## config.mk

```make
export PLATFORM = sky130hd
export DESIGN_NAME = der_ecdsa_signature_to_raw
export DESIGN_NICKNAME = d
export VERILOG_FILES = /design/src/hw/rtl/dsr_pkg.sv /design/src/hw/rtl/dsr_cmd_fifo.sv /design/src/hw/rtl/dsr_parse.sv /design/src/hw/rtl/dsr_expand.sv /design/src/hw/rtl/der_ecdsa_signature_to_raw.sv
export VERILOG_INCLUDE_DIRS = /design/src /design/src/hw/rtl
export SDC_FILE = /design/constraint.sdc
export NUM_CORES = 1
export LEC_CHECK = 0
export BUFFER_PORTS_ARGS = -buffer_cell sky130_fd_sc_hd__buf_2
export CORE_UTILIZATION = 39
export DETAILED_ROUTE_END_ITERATION = 12
export HOLD_SLACK_MARGIN = 0.12
export MAX_ROUTING_LAYER = met4
export PLACE_DENSITY = 0.51
export SLEW_MARGIN = 20
export SYNTH_ARGS = -nofsm -noshare
export SYNTH_HDL_FRONTEND = slang
export SYNTH_HIERARCHICAL = 1
export SYNTH_SLANG_ARGS = --single-unit
```

## constraint.sdc

```tcl
create_clock -name clk -period 4.3 [get_ports clk]
set_input_delay 0.43 -clock clk [delete_from_list [all_inputs] [get_ports clk]]
set_output_delay 0.43 -clock clk [all_outputs]
set_load 0.02 [all_outputs]
```

## src/hw/rtl/der_ecdsa_signature_to_raw_assert.svh

```systemverilog
// Assertion macros for the top level of the signature converter RTL.
`ifndef DER_ECDSA_SIGNATURE_TO_RAW_ASSERT_SVH
`define DER_ECDSA_SIGNATURE_TO_RAW_ASSERT_SVH

// Check a same-cycle implication on the rising edge of clk, outside reset.
`define DSR_ASSERT_NOW(label, ante, cons, msg) \
  label: assert property (@(posedge clk) disable iff (!rst_n) (ante) |-> (cons)) \
    else $error(msg);

// Check an implication in the next cycle, outside reset.
`define DSR_ASSERT_NEXT(label, ante, cons, msg) \
  label: assert property (@(posedge clk) disable iff (!rst_n) (ante) |=> (cons)) \
    else $error(msg);

`endif

```

## src/hw/rtl/dsr_pkg.sv

```systemverilog
// Shared types and constants of the DER signature to raw converter.
`default_nettype none
package dsr_pkg;

  localparam int SIG_BYTES  = 64;
  localparam int HALF_BYTES = SIG_BYTES / 2;
  localparam int RESULT_CAP = 32;
  localparam int PAD_W      = $clog2(RESULT_CAP + 1);
  localparam int REM_W      = $clog2(HALF_BYTES + 1);
  localparam int CMD_DEPTH  = 4;
  localparam int CMD_PTR_W  = $clog2(CMD_DEPTH);
  localparam int CMD_CNT_W  = $clog2(CMD_DEPTH + 1);

  localparam logic [7:0] TAG_SEQUENCE = 8'h30;
  localparam logic [7:0] TAG_INTEGER  = 8'h02;

  typedef enum logic [2:0] {
    ST_OK      = 3'd0,
    ST_BAD_SEQ = 3'd1,
    ST_SHORT   = 3'd2,
    ST_BAD_R   = 3'd3,
    ST_BAD_S   = 3'd4,
    ST_TRUNC   = 3'd5
  } status_t;

  // One parsed input byte: a zero-pad burst, an optional data byte, an optional error.
  typedef struct packed {
    logic [PAD_W-1:0] pad_cnt;
    logic             pad_last;
    logic             has_byte;
    logic [7:0]       data;
    logic             data_last;
    logic             has_err;
    status_t          err;
  } cmd_t;

  typedef struct packed {
    logic full;
    logic empty;
  } fifo_stat_t;

endpackage
`default_nettype wire

```

## src/hw/rtl/dsr_cmd_fifo.sv

```systemverilog
// Short command queue between the parser and the result expander.
`default_nettype none
module dsr_cmd_fifo
  import dsr_pkg::*;
(
  input  logic       clk,
  input  logic       rst_n,
  input  logic       wr_en,
  input  cmd_t       wr_cmd,
  input  logic       rd_en,
  output cmd_t       rd_cmd,
  output fifo_stat_t stat
);

  cmd_t                 mem_r [CMD_DEPTH];
  logic [CMD_PTR_W-1:0] wr_ptr_r, rd_ptr_r;
  logic [CMD_CNT_W-1:0] cnt_r;

  assign stat.full  = (cnt_r == CMD_CNT_W'(CMD_DEPTH));
  assign stat.empty = (cnt_r == '0);
  assign rd_cmd     = mem_r[rd_ptr_r];

  always_ff @(posedge clk) begin
    if (wr_en) begin
      mem_r[wr_ptr_r] <= wr_cmd;
    end
  end

  always_ff @(posedge clk) begin
    if (!rst_n) begin
      wr_ptr_r <= '0;
      rd_ptr_r <= '0;
      cnt_r    <= '0;
    end else begin
      if (wr_en) wr_ptr_r <= wr_ptr_r + CMD_PTR_W'(1);
      if (rd_en) rd_ptr_r <= rd_ptr_r + CMD_PTR_W'(1);
      case ({wr_en, rd_en})
        2'b10:   cnt_r <= cnt_r + CMD_CNT_W'(1);
        2'b01:   cnt_r <= cnt_r - CMD_CNT_W'(1);
        default: cnt_r <= cnt_r;
      endcase
    end
  end

endmodule
`default_nettype wire

```

## src/hw/rtl/dsr_parse.sv

```systemverilog
// Front end: walks the DER structure one byte per transaction and issues commands.
`default_nettype none
module dsr_parse
  import dsr_pkg::*;
(
  input  logic       clk,
  input  logic       rst_n,
  input  logic       accept,
  input  logic [7:0] in_byte,
  input  logic       in_frame_start,
  input  logic       in_frame_end,
  output logic       cmd_push,
  output cmd_t       cmd
);

  typedef enum logic [8:0] {
    PH_SEQ_TAG = 9'b000000001,
    PH_SEQ_LEN = 9'b000000010,
    PH_R_TAG   = 9'b000000100,
    PH_R_LEN   = 9'b000001000,
    PH_R_BODY  = 9'b000010000,
    PH_S_TAG   = 9'b000100000,
    PH_S_LEN   = 9'b001000000,
    PH_S_BODY  = 9'b010000000,
    PH_DONE    = 9'b100000000
  } phase_t;

  localparam logic [7:0] HALF_B = 8'(HALF_BYTES);
  localparam logic [7:0] SIG_B  = 8'(SIG_BYTES);
  localparam logic [7:0] CAP_B  = 8'(RESULT_CAP);

  phase_t           phase_r, phase_nxt, phase_e;
  logic [REM_W-1:0] rem_r, rem_nxt, rem_e, rem_dec;
  logic [7:0]       skip_r, skip_nxt, skip_e;
  logic             failed_r, failed_nxt, failed_e;

  logic             short_len;
  logic [7:0]       pad_full, skip_len;
  logic [PAD_W-1:0] pad_cnt;
  logic [REM_W-1:0] rem_len;
  logic             is_s;
  status_t          err;

  // Length byte decode, shared by R and S.
  assign short_len = (in_byte < HALF_B);
  assign pad_full  = HALF_B - in_byte;
  assign pad_cnt   = !short_len ? '0 :
                     (pad_full > CAP_B) ? PAD_W'(RESULT_CAP) : pad_full[PAD_W-1:0];
  assign skip_len  = short_len ? 8'd0 : (in_byte - HALF_B);
  assign rem_len   = short_len ? in_byte[REM_W-1:0] : REM_W'(HALF_BYTES);

  always_comb begin
    phase_e  = in_frame_start ? PH_SEQ_TAG : phase_r;
    rem_e    = in_frame_start ? '0 : rem_r;
    skip_e   = in_frame_start ? 8'd0 : skip_r;
    failed_e = in_frame_start ? 1'b0 : failed_r;
    rem_dec  = rem_e - REM_W'(1);

    phase_nxt  = phase_e;
    rem_nxt    = rem_e;
    skip_nxt   = skip_e;
    failed_nxt = failed_e;
    is_s       = 1'b0;
    err        = ST_OK;
    cmd        = '0;
    cmd.err    = ST_OK;

    if (!failed_e && phase_e != PH_DONE) begin
      case (phase_e)
        PH_SEQ_TAG: begin
          if (in_byte != TAG_SEQUENCE) err = ST_BAD_SEQ;
          else phase_nxt = PH_SEQ_LEN;
        end
        PH_SEQ_LEN: begin
          if (in_byte < SIG_B) err = ST_SHORT;
          else phase_nxt = PH_R_TAG;
        end
        PH_R_TAG: begin
          if (in_byte != TAG_INTEGER) err = ST_BAD_R;
          else phase_nxt = PH_R_LEN;
        end
        PH_S_TAG: begin
          if (in_byte != TAG_INTEGER) err = ST_BAD_S;
          else phase_nxt = PH_S_LEN;
        end
        PH_R_LEN, PH_S_LEN: begin
          is_s         = (phase_e == PH_S_LEN);
          skip_nxt     = skip_len;
          rem_nxt      = rem_len;
          cmd.pad_cnt  = pad_cnt;
          // Last flag sits on the final pad only when S is empty and the burst fits.
          cmd.pad_last = is_s && (in_byte == 8'd0) && (HALF_BYTES <= RESULT_CAP);
          if (rem_len == '0) phase_nxt = is_s ? PH_DONE : PH_S_TAG;
          else               phase_nxt = is_s ? PH_S_BODY : PH_R_BODY;
        end
        PH_R_BODY, PH_S_BODY: begin
          is_s = (phase_e == PH_S_BODY);
          if (skip_e != 8'd0) begin
            skip_nxt = skip_e - 8'd1;
          end else begin
            rem_nxt       = rem_dec;
            cmd.has_byte  = 1'b1;
            cmd.data      = in_byte;
            cmd.data_last = is_s && (rem_dec == '0);
            if (rem_dec == '0) phase_nxt = is_s ? PH_DONE : PH_S_TAG;
          end
        end
        default: begin
          phase_nxt = PH_DONE;
        end
      endcase

      if (err == ST_OK && in_frame_end && phase_nxt != PH_DONE) err = ST_TRUNC;
      if (err != ST_OK) begin
        failed_nxt  = 1'b1;
        // The error result falls off the end when a full pad burst came first.
        cmd.has_err = (cmd.pad_cnt != PAD_W'(RESULT_CAP));
        cmd.err     = err;
      end
    end

    cmd_push = accept && (cmd.pad_cnt != '0 || cmd.has_byte || cmd.has_err);
  end

  always_ff @(posedge clk) begin
    if (!rst_n) begin
      phase_r  <= PH_SEQ_TAG;
      rem_r    <= '0;
      skip_r   <= '0;
      failed_r <= 1'b0;
    end else if (accept) begin
      phase_r  <= phase_nxt;
      rem_r    <= rem_nxt;
      skip_r   <= skip_nxt;
      failed_r <= failed_nxt;
    end
  end

endmodule
`default_nettype wire

```

## src/hw/rtl/dsr_expand.sv

```systemverilog
// Back end: expands each command into result transactions through an output register.
`default_nettype none
module dsr_expand
  import dsr_pkg::*;
(
  input  logic       clk,
  input  logic       rst_n,
  input  cmd_t       head,
  input  fifo_stat_t fifo_stat,
  output logic       cmd_pop,
  input  logic       pop,
  output logic       empty,
  output logic [7:0] out_byte,
  output logic [2:0] out_status,
  output logic       out_last_of_signature
);

  logic [PAD_W-1:0] pad_idx_r;
  logic             byte_done_r;
  logic             out_valid_r;
  logic [7:0]       byte_r;
  status_t          status_r;
  logic             last_r;

  logic             in_pad, in_data, pad_final, fin, go;
  logic [7:0]       byte_nxt;
  status_t          status_nxt;
  logic             last_nxt;

  assign in_pad    = (pad_idx_r < head.pad_cnt);
  assign in_data   = !in_pad && head.has_byte && !byte_done_r;
  assign pad_final = (pad_idx_r == head.pad_cnt - PAD_W'(1));
  assign go        = !fifo_stat.empty && (!out_valid_r || pop);
  assign cmd_pop   = go && fin;

  always_comb begin
    if (in_pad) begin
      byte_nxt   = 8'd0;
      status_nxt = ST_OK;
      last_nxt   = head.pad_last && pad_final;
      fin        = pad_final && !head.has_byte && !head.has_err;
    end else if (in_data) begin
      byte_nxt   = head.data;
      status_nxt = ST_OK;
      last_nxt   = head.data_last;
      fin        = !head.has_err;
    end else begin
      byte_nxt   = 8'd0;
      status_nxt = head.err;
      last_nxt   = 1'b1;
      fin        = 1'b1;
    end
  end

  always_ff @(posedge clk) begin
    if (!rst_n) begin
      pad_idx_r   <= '0;
      byte_done_r <= 1'b0;
      out_valid_r <= 1'b0;
    end else begin
      if (go) begin
        out_valid_r <= 1'b1;
        if (fin) begin
          pad_idx_r   <= '0;
          byte_done_r <= 1'b0;
        end else if (in_pad) begin
          pad_idx_r <= pad_idx_r + PAD_W'(1);
        end else begin
          byte_done_r <= 1'b1;
        end
      end else if (pop) begin
        out_valid_r <= 1'b0;
      end
    end
  end

  always_ff @(posedge clk) begin
    if (go) begin
      byte_r   <= byte_nxt;
      status_r <= status_nxt;
      last_r   <= last_nxt;
    end
  end

  assign empty                 = !out_valid_r;
  assign out_byte              = byte_r;
  assign out_status            = status_r;
  assign out_last_of_signature = last_r;

endmodule
`default_nettype wire

```

## src/hw/rtl/der_ecdsa_signature_to_raw.sv

```systemverilog
// A pushed byte reaches the result side through the command queue and the output register.
// Throughput: one input byte and one result per cycle unless full or a low pop stalls;
//   a padding length byte expands to up to RESULT_CAP results, taken one per cycle by the expander.
// Four queued commands let the parser run ahead; behind a pad burst full stays high
//   until the head command drains, and longer while pop stalls.
// Reset (rst_n low, synchronous): parser expects a sequence tag, command queue and output empty.
`default_nettype none
`include "der_ecdsa_signature_to_raw_assert.svh"
module der_ecdsa_signature_to_raw
  import dsr_pkg::*;
(
  input  logic       clk,
  input  logic       rst_n,
  // input transaction: one DER byte
  input  logic       push,
  output logic       full,
  input  logic [7:0] in_byte,
  input  logic       in_frame_start,
  input  logic       in_frame_end,
  // result transaction: one raw byte or one error
  output logic       empty,
  input  logic       pop,
  output logic [7:0] out_byte,
  output logic [2:0] out_status,
  output logic       out_last_of_signature
);

  logic       accept;
  logic       cmd_push;
  logic       cmd_pop;
  cmd_t       cmd_in;
  cmd_t       cmd_head;
  fifo_stat_t fifo_stat;

  // Hold the input side whenever the command queue has no free slot.
  assign full   = fifo_stat.full;
  assign accept = push && !fifo_stat.full;

  // Front: classify each byte against the DER layout, update the phase.
  dsr_parse u_parse (
    .clk            (clk),
    .rst_n          (rst_n),
    .accept         (accept),
    .in_byte        (in_byte),
    .in_frame_start (in_frame_start),
    .in_frame_end   (in_frame_end),
    .cmd_push       (cmd_push),
    .cmd            (cmd_in)
  );

  // Decouple parsing from result delivery so each side can stall alone.
  dsr_cmd_fifo u_cmd_fifo (
    .clk    (clk),
    .rst_n  (rst_n),
    .wr_en  (cmd_push),
    .wr_cmd (cmd_in),
    .rd_en  (cmd_pop),
    .rd_cmd (cmd_head),
    .stat   (fifo_stat)
  );

  // Back: drain pad bursts, data bytes and errors into the output register.
  dsr_expand u_expand (
    .clk                   (clk),
    .rst_n                 (rst_n),
    .head                  (cmd_head),
    .fifo_stat             (fifo_stat),
    .cmd_pop               (cmd_pop),
    .pop                   (pop),
    .empty                 (empty),
    .out_byte              (out_byte),
    .out_status            (out_status),
    .out_last_of_signature (out_last_of_signature)
  );

  // An error result always closes the signature.
  `DSR_ASSERT_NOW(a_err_last, !empty && out_status != ST_OK, out_last_of_signature,
    "error result without last flag")
  // An error result carries a zero byte.
  `DSR_ASSERT_NOW(a_err_zero, !empty && out_status != ST_OK, out_byte == 8'd0,
    "error result with nonzero byte")
  // The command queue is never full and empty at once.
  `DSR_ASSERT_NOW(a_fifo_sane, 1'b1, !(fifo_stat.full && fifo_stat.empty),
    "command queue full and empty together")
  // Taking a command from a full queue frees a slot by the next cycle.
  `DSR_ASSERT_NEXT(a_pop_nonempty, cmd_pop && !cmd_push && fifo_stat.full, !fifo_stat.full,
    "command queue stayed full after a pop")

endmodule
`default_nettype wire

```

==> results_dict.tcl <==
set metrics [dict create \
    outcome "finished clean" \
    cp-start-kind "register" \
    skew_ns 0.01099 \
    drc 0 \
    netlist_area_um2 7117 \
    postRouteAntennaNets 0 \
    crit_family "simple AND/OR/NAND/NOR gates" \
    min_from "pop" \
    cpMaxStageDelayCell "mux4_1" \
    power_leakage_nw 2.940 \
    viasPerCell 5.787 \
    min_to "u_expand/out_valid_r$_SDFFE_PN0P_" \
    yosysSeqAreaShare 0.5204 \
    post-dp-hpwl_um 12570 \
    cts_tree "done" \
    finalPower_mw 3.540 \
    fp.dieW_um 137.1 \
    grt_max_degree 23 \
    synth_common_cells "96 x edfxtp_1, 41 x dfxtp_1, 32 x nor2_1" \
    grt_setup_unrepaired "no" \
    cts_setup_buffers 0 \
    rr_endpoint "u_cmd_fifo/cnt_r[2]$_SDFFE_PN0P_" \
    max_freq_mhz 248.9 \
    synth_cells 613 \
    synthSimpleGateAreaFrac 0.1760 \
    end_kind "register" \
    final_core_util 0.4585 \
    synth_top_family_by_area "simple AND/OR/NAND/NOR gates" \
    cts_resized 0 \
    grt_usage 0.2052 \
    pre_cts_ws_ns 0.2731 \
    worst_skew_pair.late_latency_ns 0.41 \
    worst_pin_slew_ns 0.9251 \
    slowest_delay_ns 0.62 \
    grt-ovfl-total 0 \
    drive_above_1_share 0.1869 \
    pwr-share-comb 0.150 \
    reg2regPathDepth 14 \
    antenna_found_initial 0 \
    syn-num-nets 647 \
    synth_area_leader_cell "edfxtp_1" \
    dieArea_um2 18790 \
    setup_slack_ns 0.2820 \
    ctsHoldBuffers 0 \
    syn_avg_cell_area_um2 11.61 \
    crit_chain "buf_4 > mux4_1 > xor2_1 > nor2_1 > a211oi_2 > nand3_2 > and2_1 > nor2_1 > ha_1 > inv_1 > fa_1 > xor2_1 > or3_1 > a21boi_0" \
    synth_cell_types 76 \
    fin_crit_ns 4.018 \
    worstPathRequired_ns 4.63 \
    coreArea_um2 17900 \
    synthArstFlopShare 0 \
    place_congestion 0.9098 \
    first_pass_iters 5 \
    max_slew_margin 0.3776 \
    grt_pass1_wl_um 27970 \
    h-tree-depth 4 \
    switching_share 0.2709 \
    synth.top_cell.area_share 0.4051 \
    grt_pass1_vias 5176 \
    num_vias 5226 \
    die_height_um 137.1 \
    cts_buffers 17 \
    wl_per_cell_um 19.68 \
    initial_core_util 0.3975 \
    yosys_most_used_dff "edfxtp_1" \
    synth_compound_area_frac 0.1398 \
    synth_fa_ha_area_frac 0.03622 \
    cp.arrival_ns 4.35 \
    hp-class "in2reg" \
    muxShareOfSynthArea 0.06980 \
    yosysWarnings 6 \
    max_cap_violations 0 \
    finalCritPeriodShare 0.9344 \
    synth_area_leaders "edfxtp_1 41%, dfxtp_1 12%, mux4_2 6.3%" \
    areaGrowthSynthToFinish_pct 15.33 \
    clkTransAtPathRegs_ns 0.06 \
    p_seq_frac 0.441 \
    cts_max_path_buffers 2 \
    setup_viol 0 \
    nets 695 \
    peakVddDrop_mv 0.2585 \
    ys_ff_latch 137 \
    critPathBufInv 2 \
    hold_slack_ns 0.3169 \
    clockRootBuffer "clkbuf_16" \
    finalMaxSlewViolations 0 \
    initialDrtViolationCount 393 \
    synth_edf_count 96 \
    io_pins 28 \
    criticalPathCategory "reg2reg" \
    final_hold_viol_count 0 \
    path_max_fanout 6 \
    cts.sink_count 137 \
    wl_um 17770 \
    p_int_mw 2.581 \
    n_antenna_cell 0 \
    clock_power_share 0.409 \
    yosysMostFrequentCell "edfxtp_1" \
    setup_tns_ns 0 \
    io_buffers 27 \
    rows 49 \
    power_switching_uw 959.0 \
    whs_path_depth 3 \
    synth_xor_area_frac 0.01969 \
    ff2ff_setup_slack_ns 0.28 \
    p_per_area_nw_per_um2 431.3 \
]
==> how the worst max path moves through the flow <==
stage / cells after the start / end / from
final: 14 / u_cmd_fifo/cnt_r[2]$_SDFFE_PN0P_ / register
after detailed placement: 14 / u_cmd_fifo/cnt_r[2]$_SDFFE_PN0P_ / register
after CTS: 14 / u_cmd_fifo/cnt_r[2]$_SDFFE_PN0P_ / register
after global routing: 14 / u_cmd_fifo/cnt_r[2]$_SDFFE_PN0P_ / register
after global placement: 14 / u_cmd_fifo/cnt_r[2]$_SDFFE_PN0P_ / register
after floorplan: 17 / u_cmd_fifo/cnt_r[2]$_SDFFE_PN0P_ / in_frame_start
==> logic make-up (layout without fill, tap and decap cells) <==
logic type,after synthesis,in the layout
flops,137,137
simple gates,221,221
fa+ha+maj,20,20
buf+inv,61,122
compound gates,135,135
xor+xnor,16,16
mux,23,23
==> worst min-delay path: cells and delay by family <==
family | cells | cell delay (ns)
buffers and inverters | 1 | 0.07
AOI/OAI and AO/OA | 1 | 0.08
and+or+nand+nor | 1 | 0.11
==> layer usage <==
metal	up-vias	global-route usage	wire length (µm)
met3	23	0.04000	833
met4	0	0.07204	335
met5	-	-	0
li1	2479	-	-
met1	2575	0.2593	7841
met2	149	0.3277	8758
==> stage by stage <==
step,instances,cell area (µm²)
finish,903,8208
floorplan,613,7117
detailed placement,871,7616
CTS,903,8208
global route,903,8208
global placement,871,7616
==> cell type report <==
cell class                 count  area [µm²]
clock inverter                14       162.7
multi-input combinational    415        3142
clock buffer                  18       429.2
timing repair buffer          57       360.3
tap                          229       286.5
sequential                   137        3704
fill                        1671        9694
inverter                      33       123.9
==> power by group through the flow <==
stage | combinational (mW) | sequential [mW] | clock, mW
2_1_floorplan | 0.325 | 1.62 | 0
3_3_place_gp | 0.521 | 1.59 | 0
3_5_place_dp | 0.526 | 1.59 | 0
4_1_cts | 0.534 | 1.56 | 1.49
5_1_grt | 0.579 | 1.57 | 1.54
6_report | 0.531 | 1.56 | 1.45
==> flip-flops by register name, summed over array words and instances (netlist names), named ones only <==
name,count
u_parse/failed_r,1
u_parse/skip_r,8
u_cmd_fifo/rd_ptr_r,2
u_cmd_fifo/cnt_r,3
u_cmd_fifo/wr_ptr_r,2
u_parse/phase_r,9
u_expand/out_valid_r,1
u_expand/out_status,3
u_expand/pad_idx_r,6
u_expand/out_byte,8
u_expand/out_last_of_signature,1
u_parse/rem_r,6
u_cmd_fifo/mem_r,84
u_expand/byte_done_r,1
==> cells in the final DEF, fill, tap and decap left out, types with 18 or more instances in the layout <==
cell	instances
buf_2	27
buf_4	30
nor3_1	25
nand2_1	22
o21ai_0	21
inv_1	31
a21oi_1	22
mux4_2	20
dfxtp_1	41
and2_1	26
nor2_1	32
nand3_1	18
edfxtp_1	96
ha_1	19
Power figures use the tool's default switching activity.
